## src/hdl/bps_pkg.sv

```systemverilog
package bps_pkg;

  // Event codes carried by the action field.
  localparam logic [1:0] ACT_TICK    = 2'd0;
  localparam logic [1:0] ACT_SLOW    = 2'd1;
  localparam logic [1:0] ACT_RESTART = 2'd2;

  // Configuration register indexes.
  localparam logic [2:0] REG_MODE     = 3'd0;
  localparam logic [2:0] REG_GRAVITY  = 3'd1;
  localparam logic [2:0] REG_FRICTION = 3'd2;
  localparam logic [2:0] REG_RUBBER   = 3'd3;
  localparam logic [2:0] REG_VLIMIT   = 3'd4;

  // Bit positions inside mode_flags.
  localparam int MODE_FRICTION = 0;
  localparam int MODE_ANTIGRAV = 1;
  localparam int MODE_RUBBER   = 2;
  localparam int MODE_PAUSED   = 3;

  // Q16.8 constants: wall at 500 and recentring bound at 10000.
  localparam logic signed [23:0] WALL_Q  = 24'sd128000;
  localparam logic [25:0]        BOUND_Q = 26'd2560000;

  localparam logic signed [23:0] S24_MAX = 24'sh7FFFFF;
  localparam logic signed [23:0] S24_MIN = 24'sh800000;

  typedef struct packed {
    logic [3:0]  mode_flags;
    logic [15:0] gravity_step;
    logic [8:0]  friction_factor;
    logic [15:0] rubber_gain;
    logic [22:0] velocity_limit;
  } cfg_t;

  // Saturate a wide signed value to the signed 24-bit range.
  function automatic logic signed [23:0] sat24(input logic signed [34:0] v);
    logic signed [23:0] r;
    if (v > 35'sd8388607) begin
      r = S24_MAX;
    end else if (v < -35'sd8388608) begin
      r = S24_MIN;
    end else begin
      r = v[23:0];
    end
    return r;
  endfunction

  // Negation with the most negative value mapped to the most positive one.
  function automatic logic signed [23:0] neg24(input logic signed [23:0] v);
    logic signed [23:0] r;
    if (v == S24_MIN) begin
      r = S24_MAX;
    end else begin
      r = -v;
    end
    return r;
  endfunction

  // Magnitude of a signed 24-bit value; the most negative value fits unsigned.
  function automatic logic [23:0] abs24(input logic signed [23:0] v);
    logic [23:0] r;
    if (v[23]) begin
      r = ~v + 24'd1;
    end else begin
      r = v;
    end
    return r;
  endfunction

endpackage

```

## src/hdl/bouncing_particle_step_top.sv

```systemverilog
// Fixed-point step of one bouncing particle. Each input transaction carries
// an event: a tick moves the particle by velocity times speed, bounces it off
// the walls, floor and ceiling, applies friction, rubber gain, the y velocity
// clamp, recentring and gravity; a slow-down scales the speed by the gravity
// register; a restart loads a new motion. Every event yields exactly one
// output transaction holding the full state after it. Friction applies only
// when the floor is hit with friction enabled, rubber gain only with rubber
// set, gravity only without anti-gravity, and a paused tick leaves the state
// unchanged. All products go through one shared multiplier with a registered
// output, sequenced by a small state machine. A finished result sits in an
// output register, so the next input transaction can be accepted while it
// waits. Configuration writes must only happen while the block is idle.
module bouncing_particle_step_top (
  input  logic               clk,
  input  logic               rst,

  input  logic               in_valid,
  output logic               in_stall,
  input  logic [1:0]         action,
  input  logic signed [23:0] new_vel_x,
  input  logic signed [23:0] new_vel_y,
  input  logic signed [23:0] new_vel_z,
  input  logic [15:0]        new_speed,

  output logic               out_valid,
  input  logic               out_stall,
  output logic signed [23:0] pos_x,
  output logic signed [23:0] pos_y,
  output logic signed [23:0] pos_z,
  output logic signed [23:0] vel_x,
  output logic signed [23:0] vel_y,
  output logic signed [23:0] vel_z,
  output logic [15:0]        speed_now,
  output logic [15:0]        age_ticks,

  input  logic               cfg_write,
  input  logic [2:0]         cfg_index,
  input  logic [22:0]        cfg_data
);

  // Sequencer states. The MOVE, FRIC and RUB steps issue products to the shared
  // multiplier; each product is collected in the step after the one that issued it.
  localparam logic [4:0] ST_IDLE  = 5'd0;
  localparam logic [4:0] ST_SLOW0 = 5'd1;
  localparam logic [4:0] ST_SLOW1 = 5'd2;
  localparam logic [4:0] ST_MOVE0 = 5'd3;
  localparam logic [4:0] ST_MOVE1 = 5'd4;
  localparam logic [4:0] ST_MOVE2 = 5'd5;
  localparam logic [4:0] ST_MOVE3 = 5'd6;
  localparam logic [4:0] ST_WALL  = 5'd7;
  localparam logic [4:0] ST_FRIC0 = 5'd8;
  localparam logic [4:0] ST_FRIC1 = 5'd9;
  localparam logic [4:0] ST_FRIC2 = 5'd10;
  localparam logic [4:0] ST_FRIC3 = 5'd11;
  localparam logic [4:0] ST_RUB0  = 5'd12;
  localparam logic [4:0] ST_RUB1  = 5'd13;
  localparam logic [4:0] ST_CLAMP = 5'd14;
  localparam logic [4:0] ST_GRAV  = 5'd15;
  localparam logic [4:0] ST_DONE  = 5'd16;

  bps_pkg::cfg_t cfg;

  logic [4:0]         state;
  logic signed [23:0] pos [3];
  logic signed [23:0] vel [3];
  logic [15:0]        speed_factor;
  logic [15:0]        age_count;
  logic [25:0]        abs_sum;

  logic               in_accept;
  logic               out_free;

  logic signed [24:0] mul_a;
  logic [15:0]        mul_b;
  logic signed [33:0] mul_raw;
  logic signed [23:0] mul_s24;
  logic [15:0]        mul_u16;

  logic signed [34:0] pos_sum;
  logic signed [23:0] pos_target;
  logic signed [24:0] vy_ext;
  logic signed [24:0] lim_ext;
  logic signed [24:0] vy_grav;

  bps_cfg u_cfg (
    .clk       (clk),
    .rst       (rst),
    .cfg_write (cfg_write),
    .cfg_index (cfg_index),
    .cfg_data  (cfg_data),
    .cfg       (cfg)
  );

  bps_mul u_mul (
    .clk      (clk),
    .a        (mul_a),
    .b        (mul_b),
    .prod_q   (mul_raw),
    .prod_s24 (mul_s24),
    .prod_u16 (mul_u16)
  );

  assign in_stall  = (state != ST_IDLE);
  assign in_accept = in_valid && !in_stall;
  // The output register can take a new result when empty or being drained.
  assign out_free  = !out_valid || !out_stall;

  // Operand selection for the shared multiplier.
  always_comb begin
    mul_a = {vel[0][23], vel[0]};
    mul_b = speed_factor;
    case (state)
      ST_SLOW0: begin
        mul_a = {9'd0, speed_factor};
        mul_b = cfg.gravity_step;
      end
      ST_MOVE0: mul_a = {vel[0][23], vel[0]};
      ST_MOVE1: mul_a = {vel[1][23], vel[1]};
      ST_MOVE2: mul_a = {vel[2][23], vel[2]};
      ST_FRIC0: begin
        mul_a = {vel[0][23], vel[0]};
        mul_b = {7'd0, cfg.friction_factor};
      end
      ST_FRIC1: begin
        mul_a = {vel[1][23], vel[1]};
        mul_b = {7'd0, cfg.friction_factor};
      end
      ST_FRIC2: begin
        mul_a = {vel[2][23], vel[2]};
        mul_b = {7'd0, cfg.friction_factor};
      end
      ST_RUB0: begin
        mul_a = {vel[1][23], vel[1]};
        mul_b = cfg.rubber_gain;
      end
      default: ;
    endcase
  end

  // Position update uses the unsaturated product, saturating only the sum.
  always_comb begin
    case (state)
      ST_MOVE2: pos_target = pos[1];
      ST_MOVE3: pos_target = pos[2];
      default:  pos_target = pos[0];
    endcase
    pos_sum = {{11{pos_target[23]}}, pos_target} + {mul_raw[33], mul_raw};
  end

  assign vy_ext  = {vel[1][23], vel[1]};
  assign lim_ext = $signed({2'b00, cfg.velocity_limit});
  assign vy_grav = vy_ext - $signed({9'd0, cfg.gravity_step});

  always_ff @(posedge clk) begin
    if (rst) begin
      state        <= ST_IDLE;
      pos[0]       <= '0;
      pos[1]       <= '0;
      pos[2]       <= '0;
      vel[0]       <= '0;
      vel[1]       <= '0;
      vel[2]       <= '0;
      speed_factor <= 16'd256;
      age_count    <= '0;
      out_valid    <= 1'b0;
    end else begin
      if (state == ST_DONE && out_free) begin
        out_valid <= 1'b1;
      end else if (out_valid && !out_stall) begin
        out_valid <= 1'b0;
      end

      case (state)
        ST_IDLE: begin
          if (in_accept) begin
            case (action)
              bps_pkg::ACT_TICK: begin
                if (cfg.mode_flags[bps_pkg::MODE_PAUSED]) begin
                  state <= ST_DONE;
                end else begin
                  state <= ST_MOVE0;
                end
              end
              bps_pkg::ACT_SLOW: state <= ST_SLOW0;
              bps_pkg::ACT_RESTART: begin
                vel[0]       <= new_vel_x;
                vel[1]       <= new_vel_y;
                vel[2]       <= new_vel_z;
                speed_factor <= new_speed;
                pos[0]       <= '0;
                pos[1]       <= '0;
                pos[2]       <= '0;
                age_count    <= '0;
                state        <= ST_DONE;
              end
              default: state <= ST_DONE;
            endcase
          end
        end

        ST_SLOW0: state <= ST_SLOW1;
        ST_SLOW1: begin
          speed_factor <= mul_u16;
          state        <= ST_DONE;
        end

        ST_MOVE0: begin
          if (age_count != 16'hFFFF) begin
            age_count <= age_count + 16'd1;
          end
          state <= ST_MOVE1;
        end
        ST_MOVE1: begin
          pos[0] <= bps_pkg::sat24(pos_sum);
          state  <= ST_MOVE2;
        end
        ST_MOVE2: begin
          pos[1] <= bps_pkg::sat24(pos_sum);
          state  <= ST_MOVE3;
        end
        ST_MOVE3: begin
          pos[2] <= bps_pkg::sat24(pos_sum);
          state  <= ST_WALL;
        end

        // Wall, floor and ceiling reflections.
        ST_WALL: begin
          if (pos[2] <= -bps_pkg::WALL_Q || pos[2] >= bps_pkg::WALL_Q) begin
            vel[2] <= bps_pkg::neg24(vel[2]);
          end
          if (pos[0] <= -bps_pkg::WALL_Q || pos[0] >= bps_pkg::WALL_Q) begin
            vel[0] <= bps_pkg::neg24(vel[0]);
          end
          if (pos[1] < 0 || pos[1] >= bps_pkg::WALL_Q) begin
            vel[1] <= bps_pkg::neg24(vel[1]);
          end
          if (pos[1] < 0 || pos[1] > bps_pkg::WALL_Q) begin
            pos[1] <= '0;
          end
          if (pos[1] < 0 && cfg.mode_flags[bps_pkg::MODE_FRICTION]) begin
            state <= ST_FRIC0;
          end else if (cfg.mode_flags[bps_pkg::MODE_RUBBER]) begin
            state <= ST_RUB0;
          end else begin
            state <= ST_CLAMP;
          end
        end

        ST_FRIC0: state <= ST_FRIC1;
        ST_FRIC1: begin
          vel[0] <= mul_s24;
          state  <= ST_FRIC2;
        end
        ST_FRIC2: begin
          vel[1] <= mul_s24;
          state  <= ST_FRIC3;
        end
        ST_FRIC3: begin
          vel[2] <= mul_s24;
          if (cfg.mode_flags[bps_pkg::MODE_RUBBER]) begin
            state <= ST_RUB0;
          end else begin
            state <= ST_CLAMP;
          end
        end

        ST_RUB0: state <= ST_RUB1;
        ST_RUB1: begin
          vel[1] <= mul_s24;
          state  <= ST_CLAMP;
        end

        // Clamp y velocity and form the Manhattan distance for recentring.
        ST_CLAMP: begin
          if (vy_ext > lim_ext) begin
            vel[1] <= lim_ext[23:0];
          end else if (vy_ext < -lim_ext) begin
            vel[1] <= 24'(-lim_ext);
          end
          abs_sum <= {2'b00, bps_pkg::abs24(pos[0])}
                   + {2'b00, bps_pkg::abs24(pos[1])}
                   + {2'b00, bps_pkg::abs24(pos[2])};
          state   <= ST_GRAV;
        end

        ST_GRAV: begin
          if (abs_sum > bps_pkg::BOUND_Q) begin
            pos[0] <= '0;
            pos[1] <= '0;
            pos[2] <= '0;
          end
          if (!cfg.mode_flags[bps_pkg::MODE_ANTIGRAV]) begin
            vel[1] <= bps_pkg::sat24({{10{vy_grav[24]}}, vy_grav});
          end
          state <= ST_DONE;
        end

        ST_DONE: begin
          if (out_free) begin
            state <= ST_IDLE;
          end
        end

        default: state <= ST_IDLE;
      endcase
    end
  end

  // Output register; loaded only when the previous transaction has left or is leaving.
  always_ff @(posedge clk) begin
    if (state == ST_DONE && out_free) begin
      pos_x     <= pos[0];
      pos_y     <= pos[1];
      pos_z     <= pos[2];
      vel_x     <= vel[0];
      vel_y     <= vel[1];
      vel_z     <= vel[2];
      speed_now <= speed_factor;
      age_ticks <= age_count;
    end
  end

endmodule

```

## src/hdl/bps_cfg.sv

```systemverilog
module bps_cfg (
  input  logic               clk,
  input  logic               rst,
  input  logic               cfg_write,
  input  logic [2:0]         cfg_index,
  input  logic [22:0]        cfg_data,
  output bps_pkg::cfg_t      cfg
);

  always_ff @(posedge clk) begin
    if (rst) begin
      cfg.mode_flags      <= 4'd0;
      cfg.gravity_step    <= 16'd36;
      cfg.friction_factor <= 9'd166;
      cfg.rubber_gain     <= 16'd396;
      cfg.velocity_limit  <= 23'd32000;
    end else if (cfg_write) begin
      case (cfg_index)
        bps_pkg::REG_MODE:     cfg.mode_flags      <= cfg_data[3:0];
        bps_pkg::REG_GRAVITY:  cfg.gravity_step    <= cfg_data[15:0];
        bps_pkg::REG_FRICTION: cfg.friction_factor <= cfg_data[8:0];
        bps_pkg::REG_RUBBER:   cfg.rubber_gain     <= cfg_data[15:0];
        bps_pkg::REG_VLIMIT:   cfg.velocity_limit  <= cfg_data;
        default: ;
      endcase
    end
  end

endmodule

```

## src/hdl/bps_mul.sv

```systemverilog
module bps_mul (
  input  logic               clk,
  input  logic signed [24:0] a,
  input  logic [15:0]        b,
  output logic signed [33:0] prod_q,
  output logic signed [23:0] prod_s24,
  output logic [15:0]        prod_u16
);

  // Signed times unsigned Q8.8; dropping the low 8 bits of the two's
  // complement product rounds toward minus infinity.
  logic signed [41:0] full;

  assign full = a * $signed({1'b0, b});

  always_ff @(posedge clk) begin
    prod_q <= full[41:8];
  end

  assign prod_s24 = bps_pkg::sat24({prod_q[33], prod_q});
  assign prod_u16 = (|prod_q[33:16]) ? 16'hFFFF : prod_q[15:0];

endmodule
```

## config.mk

```make
export PLATFORM = sky130hd
export DESIGN_NAME = bouncing_particle_step_top
export DESIGN_NICKNAME = d
export VERILOG_FILES = /design/src/hdl/bps_pkg.sv /design/src/hdl/bouncing_particle_step_top.sv /design/src/hdl/bps_cfg.sv /design/src/hdl/bps_mul.sv
export SDC_FILE = /design/constraint.sdc
export NUM_CORES = 2
export LEC_CHECK = 0
export BUFFER_PORTS_ARGS = -buffer_cell sky130_fd_sc_hd__buf_4
export CAP_MARGIN = 20
export CORE_MARGIN = 2
export CORE_UTILIZATION = 55
export CTS_CLUSTER_DIAMETER = 150
export CTS_CLUSTER_SIZE = 30
export DETAILED_ROUTE_END_ITERATION = 8
export PLACE_DENSITY = 0.76
export REMOVE_ABC_BUFFERS = 1
export SLEW_MARGIN = 5
export SYNTH_ARGS = -nofsm -noshare
export SYNTH_HDL_FRONTEND = slang
export SYNTH_SLANG_ARGS = --single-unit
export TNS_END_PERCENT = 20
```

## constraint.sdc

```tcl
create_clock -name clk -period 9.65 [get_ports clk]
set_input_delay 0.965 -clock clk [delete_from_list [all_inputs] [get_ports clk]]
set_output_delay 0.965 -clock clk [all_outputs]
set_load 0.05 [all_outputs]
```

==> out/qor.csv <==
stage,metric,value,unit
global_route,vias in the first global route,33945,
drt,Routed Antenna Nets,0,
floorplanning,IO Pins,299,
setup_path,CP Capture Type,register,
power_and_ir_drop,Power Internal,0.004568,W
finish,filler cell count,6490,
synth,post-synth cell types,90,
hold_path,Worst Min Path Start,u_cfg.cfg[55]$_SDFFE_PP0P_,
setup_path,Setup crit start,state[2]$_SDFFE_PP0P_,
sta,RSZ-0062 raised after global routing,no,
synth,Synth top area share,24.89,%
finish,share of layout cells above drive strength 1,11.15,%
synth,Main synth FF type,edfxtp_1,
floorplanning,Rows,101,
synth,Synth area leaders,"edfxtp_1 (25%), fa_1 (19%), ha_1 (6.8%)",
setup_path,crit path launch type,register,
drt,Total Wirelength,149600,um
drt,Vias/cell,6.232,
synth,largest area contributor in the netlist,edfxtp_1,
drt,Vias,34981,
synth,sequential element share of the synthesized area,31.61,%
power_and_ir_drop,Peak VDD IR,150.3,uV
setup_path,CP Class,reg -> reg,
synth,ys async rst share,0,%
sta,Rel. slew slack,18.04,%
sta,setup TNS,0,ns
sta,Max Clk Rate,0.1085,GHz
synth,synth cell count leaders,"nand2_1 (561), inv_1 (560), fa_1 (406)",
finish,area grow syn2layout,10.33,%
sta,final period utilization,95.48,%
sta,minimum clock period,9.214,ns
global_route,Congestion Overflow GR,0,
cts,CTS Root Buffer Type,clkbuf_16,
floorplanning,die height,279.5,um
drt,DR WL/cell,26.66,um
cts,clk slew on worst S/H paths,0.13,ns
global_route,initial antenna violation count,6,
setup_path,Crit-path slowest cell,a21boi_2,
finish,area of the multi-input gates,25760,um^2
power_and_ir_drop,P_leak,19.69,nW
synth,Seq cells post-synth,486,
cts,Longest Clk Path Bufs,3,
power_and_ir_drop,PD cells,185.5,nW/um^2
cts,CTS tree,built,
power_and_ir_drop,Comb pwr share,53.6,%
sta,Final setup viols,0,
setup_path,crit path DAT,9.73,ns
finish,Post-Layout Cell Count,5613,
floorplanning,initial core utilization,55.23,%
setup_path,gate family responsible for the most delay along the worst path,adder cells,
synth,synthesized area per cell,9.523,um^2
setup_path,CP max stage delay,0.67,ns
floorplanning,Chip Width,279.5,um
sta,Hold Fails Final Rpt,0,
setup_path,Reg2Reg Setup Slack,0.44,ns
cts,H-tree levels,1,
synth,Post-Synthesis Cell Area,41740,um^2
place,number of cells after detailed placement,5568,
cts,clock sink total,486,
global_route,largest net degree at the start of global routing,161,
drt,Initial DRT Pass Iterations,6,
cts,Post-CTS Setup Bufs,0,
setup_path,critical path data required time,10.16,ns
cts,clk_lat worst skew,0.63,ns
setup_path,Crit Path Max Fanout,26,
synth,"EDFF count, synth",346,
setup_path,CP bufs+invs,7,
cts,post-cts resize count,0,
job,Max-cap violations,0,
power_and_ir_drop,Clk pwr share,13.6,%
hold_path,HP Class,reg -> reg,
sta,Setup Skew,0.04718,ns
sta,slew at the pin closest to its max-slew limit,1.198,ns
finish,nets,5369,
drt,Remaining DRCs,0,
power_and_ir_drop,switching power,0.003976,W
cts,Num CTS Buffers,21,
setup_path,crit-path most repeated cell,fa_1,
place,DP HPWL,119200,um
cts,hold bufs inserted after CTS,0,
drt,Iteration-0 DRC Markers,3838,
outcome,status,finished clean,
place,IO buf count,298,
sta,fin. max-slew vios,0,
place,gpl congestion,1.033,
synth,most common cell in the synthesized netlist,nand2_1,
power_and_ir_drop,switching part of the total power,46.54,%
finish,Reg area,13190,um^2
global_route,GRT Overall Usage,37.96,%
floorplanning,core area,75570,um^2
synth,Cells after Synth,4383,
floorplanning,Die Area,78110,um^2
synth,Synth Warn #,0,
power_and_ir_drop,Flop pwr share,32.9,%
global_route,first-pass GRT wire length,219200,um
setup_path,worst r2r src,state[2]$_SDFFE_PP0P_,
## metrics by stage
stage	power [W]	worst slack [ns]	util (%)	hold slack [ns]	instance area, um^2
after global placement	0.007259	0.7221	59.98	0.4414	45330
after detailed placement	0.007329	0.5428	60.05	0.4467	45380
after CTS	0.008483	0.4720	60.89	0.4621	46020
final	0.008544	0.4362	60.94	0.4654	46050
after floorplan	0.005798	-0.5560	-	0.4298	40930
after global routing	0.009040	0.05442	60.92	0.4768	46030
## flip-flops by register name, summed over array words and instances (netlist names)
register / cells
vel_y: 24
pos_z: 24
abs_sum: 26
speed_factor: 16
vel_z: 24
vel: 72
age_count: 16
pos_y: 24
u_cfg.cfg: 68
state: 5
speed_now: 16
vel_x: 24
age_ticks: 16
pos: 72
u_mul.prod_q: 34
out_valid: 1
pos_x: 24
## cells in the final DEF, fill, tap and decap left out, types with 40 or more instances in the layout
cell / count
inv_1: 561
nand2_1: 560
fa_1: 406
buf_4: 401
nor2_1: 353
edfxtp_1: 346
ha_1: 228
a21oi_1: 182
xnor2_1: 160
dfxtp_1: 140
o21ai_0: 123
nor3_1: 87
a22oi_1: 86
xor2_1: 84
a22o_1: 77
nand3_1: 59
and2_1: 47
or3_1: 41
a21o_1: 41
nand2b_1: 40
nor4_1: 40
## logic make-up (layout without fill, tap and decap cells)
kind of cell               Yosys count  count (layout)  share of synthesized area (%)
DFF                                486             486                          31.61
muxes                               26              26                         0.6355
buffers and inverters              759            1004                          6.970
and+or+nand+nor                   1387            1387                          15.09
xor gates and xnor gates           244             244                          5.120
adders and majority gates          634             634                          26.31
AOI/OAI and AO/OA                  847             847                          14.27
other                                0               7                              0
## power groups by stage
stage          clock, W  combinational, W  sequential (W)
2_1_floorplan         0           0.00294         0.00285
3_3_place_gp          0           0.00443         0.00283
3_5_place_dp          0           0.00450         0.00283
4_1_cts         0.00117           0.00452         0.00279
5_1_grt         0.00122           0.00500         0.00281
6_report        0.00116           0.00458         0.00281
## per-layer routing
metal | track usage [%] | part of all wire, %
met4 | 16.84 | 5.4
met3 | 9.183 | 11
met5 | 0 | 0.027
met1 | 50.50 | 39
met2 | 59.22 | 44
## worst min-delay path, cell delays in order (launching register included)
cell,delay (ns)
dfxtp_1,0.33
nand2_1,0.05
a21oi_1,0.05
## area by class of cell
class / count / area share, %
well taps: 978 / 2.657
multi-input cells: 3138 / 55.93
repair buffers: 407 / 6.774
clock inverters: 5 / 0.1522
inverters: 560 / 4.565
clock buffers: 32 / 1.231
flip-flops and latches: 486 / 28.65
diodes: 7 / 0.03804
## path summary, 6_finish.rpt
| check | endpoint | depth (start not counted) |
|---|---|---|
| worst min register to register | u_cfg.cfg[55]$_SDFFE_PP0P_ | 2 |
| worst max register to register | u_mul.prod_q[32]$_DFF_P_ | 29 |
| worst min-delay path | u_cfg.cfg[55]$_SDFFE_PP0P_ | 2 |
| worst max-delay path | u_mul.prod_q[32]$_DFF_P_ | 29 |
Note: power is estimated with default switching activity, not from simulation.
